[src/rtl/afod_pkg.sv]
package afod_pkg;

  // Field and register widths
  localparam int ENERGY_W   = 24;
  localparam int MEAN_W     = 32;
  localparam int MEAN_EXTRA = MEAN_W - ENERGY_W;
  localparam int HOP_W      = 11;
  localparam int SENS_W     = 9;
  localparam int COEFF_W    = 16;
  localparam int REFR_W     = 10;
  localparam int MULT_W     = 11;
  localparam int PROD_W     = MEAN_W + COEFF_W;
  localparam int CMP_W      = MEAN_W + MULT_W;
  localparam int ADDR_W     = 4;
  localparam int DATA_W     = 32;

  // Register indexes on the configuration port
  typedef enum logic [1:0] {
    REG_SENSITIVITY = 2'd0,
    REG_MEAN_COEFF  = 2'd1,
    REG_REFRACTORY  = 2'd2,
    REG_MIN_LEVEL   = 2'd3
  } reg_idx_t;

  // Reset values of the registers
  localparam logic [SENS_W-1:0]   SENS_RESET  = SENS_W'(128);
  localparam logic [COEFF_W-1:0]  COEFF_RESET = COEFF_W'(2048);
  localparam logic [REFR_W-1:0]   REFR_RESET  = REFR_W'(5);
  localparam logic [ENERGY_W-1:0] LEVEL_RESET = '0;

  // Sensitivity of 1.0 in Q1.8; larger codes act as this
  localparam logic [SENS_W-1:0] SENS_ONE  = SENS_W'(256);
  // Multiplier 1.5 + 6*(1 - s) in Q.8 is 1920 - 6*s
  localparam logic [MULT_W-1:0] MULT_BASE = MULT_W'(1920);

  // Threshold multiplier in Q.8 from a raw sensitivity code
  function automatic logic [MULT_W-1:0] mult_from_sens(input logic [SENS_W-1:0] sens);
    logic [SENS_W-1:0] s_sat;
    logic [MULT_W-1:0] six_s;
    s_sat = (sens > SENS_ONE) ? SENS_ONE : sens;
    six_s = MULT_W'({s_sat, 2'b00}) + MULT_W'({s_sat, 1'b0});
    return MULT_BASE - six_s;
  endfunction

endpackage

[src/rtl/afod_mean_follower.sv]
module afod_mean_follower (
  input  logic                          clk,
  input  logic                          rst,
  input  logic                          load,
  input  logic [afod_pkg::ENERGY_W-1:0] flux,
  input  logic [afod_pkg::COEFF_W-1:0]  coeff,
  output logic [afod_pkg::MEAN_W-1:0]   mean
);
  import afod_pkg::*;

  logic [MEAN_W-1:0] flux_ext;
  logic              rising;
  logic [MEAN_W-1:0] diff;
  logic [PROD_W-1:0] prod;
  logic [PROD_W-1:0] prod_up;
  logic [MEAN_W-1:0] mean_next;

  // Move the mean a coeff fraction of the way toward the new flux,
  // flooring on the way up and ceiling on the way down
  always_comb begin
    flux_ext  = {flux, {MEAN_EXTRA{1'b0}}};
    rising    = flux_ext >= mean;
    diff      = rising ? (flux_ext - mean) : (mean - flux_ext);
    prod      = PROD_W'(diff) * PROD_W'(coeff);
    prod_up   = prod + PROD_W'({COEFF_W{1'b1}});
    mean_next = rising ? (mean + prod[PROD_W-1:COEFF_W])
                       : (mean - prod_up[PROD_W-1:COEFF_W]);
  end

  // Hold the running mean between hops
  always_ff @(posedge clk) begin
    if (rst) begin
      mean <= '0;
    end else if (load) begin
      mean <= mean_next;
    end
  end

endmodule

[src/rtl/adaptive_flux_onset_detector.sv]
// Adaptive spectral-flux onset detector.
// Input stream: one band energy per hop on s_tdata (unsigned, 16 fractional
// bits), accepted when s_tvalid and s_tready are high. Output stream: one
// beat per input beat, in order, with the rectified rise on m_tdata and the
// onset flag on m_tuser.
// Configuration: APB port, sensitivity at 0x0, mean_coeff at 0x4,
// refractory_hops at 0x8, min_level at 0xC. Write only while the stream is
// idle. pready is tied high; reads return the stored register values.
// Path: a beat accepted into the input register goes on to the output
// register, where it shows on m_tvalid (threshold compare with the
// mean-times-multiplier product, the hop counter and the mean update side
// by side into the output register).
// Throughput: one beat per cycle while m_tready stays high; each state loop
// (previous energy, mean, hop counter) closes within a single stage.
// Stall: when m_tready is low the output beat holds, the input register takes
// one more beat, then s_tready drops.
// Reset: rst (synchronous) empties the pipeline, zeroes the previous energy
// and the mean, saturates the hop counter and restores register defaults.
module adaptive_flux_onset_detector (
  input  logic                          clk,
  input  logic                          rst,
  // Input stream
  input  logic                          s_tvalid,
  output logic                          s_tready,
  input  logic [afod_pkg::ENERGY_W-1:0] s_tdata,   // [23:0] band_energy
  // Output stream
  output logic                          m_tvalid,
  input  logic                          m_tready,
  output logic [afod_pkg::ENERGY_W-1:0] m_tdata,   // [23:0] flux_strength
  output logic                          m_tuser,   // [0] onset
  // Configuration port
  input  logic                          psel,
  input  logic                          penable,
  input  logic                          pwrite,
  input  logic [afod_pkg::ADDR_W-1:0]   paddr,
  input  logic [afod_pkg::DATA_W-1:0]   pwdata,
  output logic [afod_pkg::DATA_W-1:0]   prdata,
  output logic                          pready
);
  import afod_pkg::*;

  // Configuration registers
  logic [SENS_W-1:0]   sensitivity;
  logic [MULT_W-1:0]   mult_q8;
  logic [COEFF_W-1:0]  mean_coeff;
  logic [REFR_W-1:0]   refractory_hops;
  logic [ENERGY_W-1:0] min_level;
  logic                cfg_wr;
  reg_idx_t            cfg_idx;

  // Pipeline
  logic                a_valid;
  logic [ENERGY_W-1:0] a_energy;
  logic [ENERGY_W-1:0] a_flux;
  logic [ENERGY_W-1:0] previous_energy;
  logic [MEAN_W-1:0]   mean_flux;
  logic [HOP_W-1:0]    hop_cnt;

  logic                out_ready;
  logic                a_ready;
  logic                accept;
  logic                a_adv;

  logic [ENERGY_W-1:0] flux_in;
  logic [CMP_W-1:0]    lhs;
  logic [CMP_W-1:0]    rhs;
  logic [HOP_W-1:0]    hop_inc;
  logic [HOP_W-1:0]    hop_cnt_next;
  logic                loud;
  logic                clears;
  logic                hop_ready;
  logic                fire;

  // Decode register writes
  assign pready  = 1'b1;
  assign cfg_wr  = psel && penable && pwrite && pready;
  assign cfg_idx = reg_idx_t'(paddr[ADDR_W-1:2]);

  always_ff @(posedge clk) begin
    if (rst) begin
      sensitivity     <= SENS_RESET;
      mult_q8         <= mult_from_sens(SENS_RESET);
      mean_coeff      <= COEFF_RESET;
      refractory_hops <= REFR_RESET;
      min_level       <= LEVEL_RESET;
    end else if (cfg_wr) begin
      unique case (cfg_idx)
        REG_SENSITIVITY: begin
          sensitivity <= pwdata[SENS_W-1:0];
          mult_q8     <= mult_from_sens(pwdata[SENS_W-1:0]);
        end
        REG_MEAN_COEFF:  mean_coeff      <= pwdata[COEFF_W-1:0];
        REG_REFRACTORY:  refractory_hops <= pwdata[REFR_W-1:0];
        REG_MIN_LEVEL:   min_level       <= pwdata[ENERGY_W-1:0];
        default:         ;
      endcase
    end
  end

  // Return register contents on reads
  always_comb begin
    unique case (cfg_idx)
      REG_SENSITIVITY: prdata = DATA_W'(sensitivity);
      REG_MEAN_COEFF:  prdata = DATA_W'(mean_coeff);
      REG_REFRACTORY:  prdata = DATA_W'(refractory_hops);
      REG_MIN_LEVEL:   prdata = DATA_W'(min_level);
      default:         prdata = '0;
    endcase
  end

  // Advance a stage when the one after it is empty or moving
  assign out_ready = !m_tvalid || m_tready;
  assign a_ready   = !a_valid || out_ready;
  assign s_tready  = a_ready;
  assign accept    = s_tvalid && s_tready;
  assign a_adv     = a_valid && out_ready;

  // Input stage: rectified rise over the previous hop
  assign flux_in = (s_tdata > previous_energy) ? (s_tdata - previous_energy) : '0;

  always_ff @(posedge clk) begin
    if (rst) begin
      a_valid         <= 1'b0;
      previous_energy <= '0;
    end else begin
      if (accept) begin
        a_valid         <= 1'b1;
        previous_energy <= s_tdata;
      end else if (a_adv) begin
        a_valid <= 1'b0;
      end
    end
  end

  always_ff @(posedge clk) begin
    if (accept) begin
      a_energy <= s_tdata;
      a_flux   <= flux_in;
    end
  end

  // Mean follower: updates as the hop leaves, the compare sees the old mean
  afod_mean_follower u_mean (
    .clk   (clk),
    .rst   (rst),
    .load  (a_adv),
    .flux  (a_flux),
    .coeff (mean_coeff),
    .mean  (mean_flux)
  );

  // Threshold: compare against the old mean and gate by refractory and min_level
  always_comb begin
    lhs          = CMP_W'({a_flux, {MEAN_EXTRA{1'b0}}, 8'h00});
    rhs          = CMP_W'(mean_flux) * CMP_W'(mult_q8);
    hop_inc      = (hop_cnt != {HOP_W{1'b1}}) ? (hop_cnt + HOP_W'(1)) : hop_cnt;
    loud         = a_energy > min_level;
    clears       = (lhs > rhs) && (a_flux > min_level);
    hop_ready    = hop_inc >= HOP_W'(refractory_hops);
    fire         = loud && clears && hop_ready;
    hop_cnt_next = fire ? '0 : hop_inc;
  end

  always_ff @(posedge clk) begin
    if (rst) begin
      hop_cnt  <= {HOP_W{1'b1}};
      m_tvalid <= 1'b0;
    end else begin
      if (a_adv) begin
        hop_cnt  <= hop_cnt_next;
        m_tvalid <= 1'b1;
      end else if (m_tready) begin
        m_tvalid <= 1'b0;
      end
    end
  end

  always_ff @(posedge clk) begin
    if (a_adv) begin
      m_tdata <= a_flux;
      m_tuser <= fire;
    end
  end

  // An onset always carries a nonzero rise
  a_onset_has_flux: assert property (@(posedge clk) disable iff (rst)
    m_tvalid && m_tuser |-> m_tdata != '0)
    else $error("onset reported with zero flux");

  // Reporting an onset restarts the refractory count
  a_fire_clears_count: assert property (@(posedge clk) disable iff (rst)
    a_adv && fire |=> hop_cnt == '0)
    else $error("hop counter not cleared after onset");

  // The stored multiplier stays in the 1.5 to 7.5 band
  a_mult_range: assert property (@(posedge clk) disable iff (rst)
    mult_q8 >= MULT_W'(384) && mult_q8 <= MULT_BASE)
    else $error("threshold multiplier out of range");

  // An empty output stage never blocks the input
  a_empty_takes: assert property (@(posedge clk) disable iff (rst)
    !m_tvalid |-> s_tready)
    else $error("input stalled with empty output");

  // The updated mean lies between the old mean and the new flux
  a_mean_bounded: assert property (@(posedge clk) disable iff (rst)
    a_adv |=> (mean_flux >= $past(mean_flux)
               && mean_flux <= {$past(a_flux), {MEAN_EXTRA{1'b0}}})
           || (mean_flux <= $past(mean_flux)
               && mean_flux >= {$past(a_flux), {MEAN_EXTRA{1'b0}}}))
    else $error("mean update left its bounds");

endmodule

[config.mk]
export PLATFORM = sky130hd
export DESIGN_NAME = adaptive_flux_onset_detector
export DESIGN_NICKNAME = d
export VERILOG_FILES = /design/src/rtl/afod_pkg.sv /design/src/rtl/afod_mean_follower.sv /design/src/rtl/adaptive_flux_onset_detector.sv
export SDC_FILE = /design/constraint.sdc
export NUM_CORES = 2
export LEC_CHECK = 0
export BUFFER_PORTS_ARGS = -buffer_cell sky130_fd_sc_hd__buf_4
export CAP_MARGIN = 25
export CORE_MARGIN = 1
export CORE_UTILIZATION = 53
export CTS_CLUSTER_DIAMETER = 80
export DETAILED_ROUTE_END_ITERATION = 10
export HOLD_SLACK_MARGIN = 0.06
export PLACE_DENSITY = 0.7
export REMOVE_ABC_BUFFERS = 1
export SETUP_SLACK_MARGIN = 0.5
export SYNTH_ARGS = -nofsm -noshare
export SYNTH_HDL_FRONTEND = slang
export SYNTH_HIERARCHICAL = 1
export SYNTH_SLANG_ARGS = --single-unit
[constraint.sdc]
create_clock -name clk -period 30.1 [get_ports clk]
set_clock_uncertainty 0.1 [all_clocks]
set_input_delay 6.02 -clock clk [delete_from_list [all_inputs] [get_ports clk]]
set_output_delay 6.02 -clock clk [all_outputs]
set_load 0.1 [all_outputs]
### After elaboration in Yosys (flattened, before gate mapping)

Cells that the tools add are included.

| cells by class | value |
|---|---|
| $mul | 2 |
| muxes and demuxes | 10 |
| order comparisons | 7 |
| reductions and logical operators | 18 |
| eq/ne operators | 4 |
| add/sub/neg operators | 9 |

Operators with widths:

| cell | number |
|---|---|
| $pmux W32 S4 | 1 |
| $sub A32 B32 Y32 | 3 |
| $gt A24 B24 Y1 | 3 |
| $mux W32 | 2 |
| $add A48 B16 Y48 const B | 1 |
| $mul A32 B16 Y48 | 1 |
| $gt A40 B43 Y1 | 1 |
| $mul A32 B11 Y43 | 1 |
| $add A32 B32 Y32 | 1 |
| $ge A32 B32 Y1 | 1 |
| $sub A24 B24 Y24 | 1 |
| $mux W11 | 2 |
| $add A11 B1 Y11 const B | 1 |
| $add A11 B10 Y11 | 1 |
| $ge A11 B10 Y1 | 1 |
| $ne A11 B11 Y1 const B | 1 |
| $sub A11 B11 Y11 const A | 1 |
| $gt A9 B9 Y1 const B | 1 |
| $mux W9 | 1 |
| $reduce_and A2 Y1 | 4 |
| $logic_and A1 B1 Y1 | 7 |
| $eq A2 B2 Y1 const B | 2 |
| $mux W1 | 4 |
| $reduce_bool A2 Y1 | 2 |
| other kinds (4) | 6 |

| storage, ports and cells | value |
|---|---|
| output and inout port bits | 60 |
| input port bits | 67 |
| word-level logic and storage cells | 64 |
| bits in registers | 212 |

### Depth between registers and ports, before layout

| depth | value |
|---|---|
| depth after elaboration | 6 |
| gate-level depth with buffers | 64 |
| depth with buffers taken out | 57 |

### Cells and area by module

Netlist, hierarchy kept.

By module, submodules not included:

| module | cells an instance | times used | area an instance (um2) | sequential area each (um2) |
|---|---|---|---|---|
| afod_mean_follower | 2777 | 1 | 22560.4 | 640.6 |
| adaptive_flux_onset_detector | 2408 | 1 | 20896.3 | 4314.1 |

### Least setup slack after synthesis

OpenSTA, ideal clock, no wires.

| timing | value |
|---|---|
| path type | input port to output port |
| start point | in paddr[3] (netlist name) |
| end point | out prdata[10] (netlist name) |
| buffers on the path | 2 |
| stages on the path | 4 |
| arrival time | 8.073 ns |
| path slack | 15.907 ns |
| data required time | 23.980 ns |
| cells stage by stage | clkbuf_1 > clkbuf_1 > mux2i_1 > nor2b_1 |

| between the ends | value |
|---|---|
| word-level cells in the longest chain between the ends | 2 |
| elaborated cells between the ends (all ways) | 5 |
| classes of those cells | 3 x eq/ne; 1 x mux; 1 x reduce/logical |

Ends and longest elaborated chain:

| element | RTL line | text |
|---|---|---|
| from (decl) | adaptive_flux_onset_detector.sv:35 | `input logic [afod_pkg::ADDR_W-1:0] paddr,` |
| $eq A2 B2 Y1, or another cell as far along | adaptive_flux_onset_detector.sv:102 | `unique case (cfg_idx)` |
| $pmux W32 S4 * | adaptive_flux_onset_detector.sv:102 |  |
| to (decl) | adaptive_flux_onset_detector.sv:37 | `output logic [afod_pkg::DATA_W-1:0] prdata,` |

Every way passes the cells marked *; elsewhere a longest branch is shown, timed or not. The select of a mux whose other input is x is not followed.

### Final worst setup path

| timing | value |
|---|---|
| start point | reg u_mean/mean[1] (netlist name) |
| end point | reg u_mean/mean[31] (netlist name) |

| between the ends | value |
|---|---|
| word-level cells in the longest chain between the ends | 6 |
| elaborated cells between the ends (all ways) | 9 |
| classes of those cells | 5 x add/sub; 1 x mul; 1 x order compare; 2 x mux |

Ends and longest elaborated chain:

| element | RTL line | text |
|---|---|---|
| from (decl) | afod_mean_follower.sv:7 | `output logic [afod_pkg::MEAN_W-1:0] mean` |
| from (signal assigned) | afod_mean_follower.sv:35 | `mean <= mean_next;` |
| $sub A32 B32 Y32 / $ge A32 B32 Y1 (equally long branches) | afod_mean_follower.sv:23, afod_mean_follower.sv:22 |  |
| $mux W32 | afod_mean_follower.sv:23 | `diff = rising ? (flux_ext - mean) : (mean - flux_ext);` |
| $mul A32 B16 Y48 | afod_mean_follower.sv:24 | `prod = PROD_W'(diff) * PROD_W'(coeff);` |
| $add A48 B16 Y48 | afod_mean_follower.sv:25 | `prod_up = prod + PROD_W'({COEFF_W{1'b1}});` |
| $sub A32 B32 Y32 | afod_mean_follower.sv:27 | `: (mean - prod_up[PROD_W-1:COEFF_W]);` |
| $mux W32 * | afod_mean_follower.sv:26 | `mean_next = rising ? (mean + prod[PROD_W-1:COEFF_W])` |

Every way passes the cells marked *; elsewhere a longest branch is shown, timed or not.
A chain may end at the register's enable or synchronous reset.

==> flow_summary_export.csv <==
group,metric,value,unit
clock_network,cts_num_sinks,211,
timing,period_share,53.3,%
timing,slew_headroom,33.7,%
worst_setup_path,crit_top_cell,"fa_1",
worst_setup_path,end_kind,"register",
synthesis,synth_area_leaders,"fa_1 (30%), ha_1 (12%), inv_1 (7.9%)",
worst_setup_path,reg2reg_from,"u_mean/mean[1]",
route,wl,110000,um
worst_setup_path,startpoint,"u_mean/mean[1]",
worst_hold_path,hold_class,"register to register",
route,postRouteAntennaNets,0,
synthesis,yosysUniqueCellTypes,110,
worst_setup_path,r2r_end,"u_mean/mean[31]",
grt,grt_max_degree,72,
timing,finalHoldViolCount,0,
run,maxCapViolations,0,
power_and_ir_drop,finalPower,3550,uW
final_layout,fin_cells,6228,
synthesis,synth_area,43500,sq um
power_and_ir_drop,leakage,0.0215,uW
worst_setup_path,cp-endpoint,"u_mean/mean[31]",
worst_setup_path,crit_fanout,54,
timing,setup_violations,0,
timing,holdWs,0.351,ns
timing,rsz0062_at_grt,"no",
clock_network,clkLatencyLatePin,0.55,ns
outcome,status,"finished, final reports clean",
place,place_congestion,0.918,
timing,max_freq,0.0623,GHz
grt,grt_use_total,27.4,%
clock_network,htreeDepth,1,
clock_network,clk_pin_slew,0.06,ns
floorplanning,initial_core_util,53.8,%
route,drt_iter0_markers,2256,
worst_setup_path,cp.arrival,16.39,ns
clock_network,cts_setup_buffers,0,
floorplanning,die_area,83100,sq um
place,port_buffers,107,
clock_network,cts_root_buf,"clkbuf_16",
synthesis,async_flop_share,0,%
synthesis,synth-main-ff-cell,"dfxtp_1",
clock_network,numCtsBuffers,26,
worst_setup_path,worst_path_max_delay_cell,"a2111oi_0",
synthesis,synthCells,5185,
synthesis,synth.avg_cell_area,8.38,sq um
synthesis,synth-edff-count,73,
grt,grt_overflow,0,
floorplanning,row_count,104,
grt,first_global_vias,35800,
synthesis,ys_seq_elements,211,
route,vias,35000,
worst_setup_path,cp.required,30.44,ns
synthesis,yosysTopAreaCellShare,30.4,%
timing,drv_slew,0,
floorplanning,die_h,288,um
synthesis,synth_warnings,6,
final_layout,layout_commonest_cell,"inv_1",
clock_network,cts_tree,"yes",
route,drc,0,
clock_network,cts_max_path_buffers,3,
power_and_ir_drop,ir_drop,0.0781,mV
timing,finalCriticalPeriod,16.05,ns
route,vias_per_cell,5.62,
clock_network,cts_hold_buf,0,
route,drt-pass1-iter-count,6,
worst_setup_path,cpPeakStageDelay,0.88,ns
final_layout,drive_gt1_share,5.77,%
worst_setup_path,critPathKind,"register to register",
synthesis,synth_seq_area_share,11.4,%
power_and_ir_drop,pwr_density_cell,77.3,nW/um^2
clock_network,cts_resized,0,
grt,grt_pass1_wl,184000,um
place,dp_hpwl,88000,um
timing,fin_tns_setup,0,ns
final_layout,layout_common_cells,"inv_1 (910), nand2_1 (813), fa_1 (660), ha_1 (428), and2_1 (297)",
final_layout,n_antenna_cell,0,
floorplanning,die_x,288,um
final_layout,areaGrowthSynthToFinish,5.83,%
timing,tightest_slew,0.995,ns
place,dp_cells,6181,
worst_setup_path,reg2regPathDepth,55,
worst_setup_path,startpoint_type,"register",
final_layout,final_nets,6304,
floorplanning,num_io_pins,127,
synthesis,synth_largest_area_cell,"fa_1",
route,wl_per_cell,17.7,um
floorplanning,core_area,80800,sq um
grt,antenna_found_initial,0,
worst_setup_path,rrSetupSlack,14.05,ns
## worst min path at each step
| stage | cells past startpoint | start | endpoint |
|---|---|---|---|
| after floorplan | 2 | sensitivity[0] | sensitivity[0] |
| after global placement | 2 | sensitivity[6] | sensitivity[6] |
| after detailed placement | 2 | mult_q8[8] | mult_q8[8] |
| after CTS | 2 | mult_q8[5] | mult_q8[5] |
| after global routing | 2 | previous_energy[9] | previous_energy[9] |
| final | 2 | previous_energy[15] | previous_energy[15] |
## flip-flops by register name, summed over array words and instances, names as in the netlist
register         cells
sensitivity          9
mean_coeff          16
refractory_hops     10
min_level           24
hop_cnt             11
m_tvalid             1
mult_q8             10
u_mean/mean         32
previous_energy     24
m_tdata             24
m_tuser              1
a_valid              1
a_energy            24
a_flux              24
## worst max-delay path: cells and delay by family, from the launching register on
kind / cells / cell delay, ns
AOI/OAI and AO/OA: 24 / 5.99
adders and majority gates: 9 / 3.98
and+or+nand+nor: 9 / 2.56
xor gates and xnor gates: 6 / 1.22
buffers and inverters: 6 / 0.87
DFF: 1 / 0.82
muxes: 1 / 0.36
## synthesized netlist by cell type, drive strengths merged (39+ instances only)
cell type / n
buf: 49
dfxtp: 138
o21ai: 151
inv: 912
a211oi: 42
nand2: 814
xnor2: 115
edfxtp: 73
o211ai: 39
nand3: 65
clkbuf: 205
ha: 428
and2: 297
nor2b: 41
a21oi: 272
mux2i: 46
a21o: 68
nor2: 218
nor3: 52
fa: 660
nand4: 46
xor2: 75
## cell families (layout without fill, tap and decap cells)
family	Yosys count	after routing	share of synthesized area (%)
compound gates	792	792	11.8
buf+inv	1166	1142	10.3
simple gates	1677	1677	18.3
other cells	2	9	0.0173
fa+ha+maj	1088	1088	42.7
flops	211	211	11.4
xor+xnor	190	190	3.83
mux	59	59	1.63
## report_power, final
part           total, uW  internal, uW  leakage, uW  switching (uW)
clock                307           183     0.000403             124
combinational       2840          1060       0.0193            1780
sequential           406           325      0.00184            80.9
total               3550          1570       0.0215            1980
## per-stage QoR
| step | worst slack [ns] | cell area [sq um] | utilization [%] |
|---|---|---|---|
| final | 14.05 | 46000 | 56.9 |
| after detailed placement | 14.40 | 45200 | 55.9 |
| after CTS | 14.32 | 46000 | 56.9 |
| after global routing | 13.12 | 46000 | 56.9 |
| after global placement | 14.57 | 45100 | 55.9 |
| after floorplan | 15.63 | 42400 | - |
## layer usage
| metal | vias up | wire length, um | track usage [%] |
|---|---|---|---|
| met3 | 167 | 6330 | 2.73 |
| li1 | 16400 | - | - |
| met1 | 17300 | 47300 | 36.5 |
| met4 | 0 | 3820 | 9.03 |
| met2 | 1041 | 52700 | 46.8 |
| met5 | - | 0 | 0 |
## layout make-up
class                           count  area [sq um]
Fill cell                        7331         34800
Multi-Input combinational cell   3815         34100
Sequential cell                   211          4950
Inverter                          912          3420
Timing Repair Buffer              183          1380
Tap cell                         1060          1330
Clock buffer                       40           764
Clock inverter                      7          66.3
Note: power is estimated with default switching activity, not from simulation.
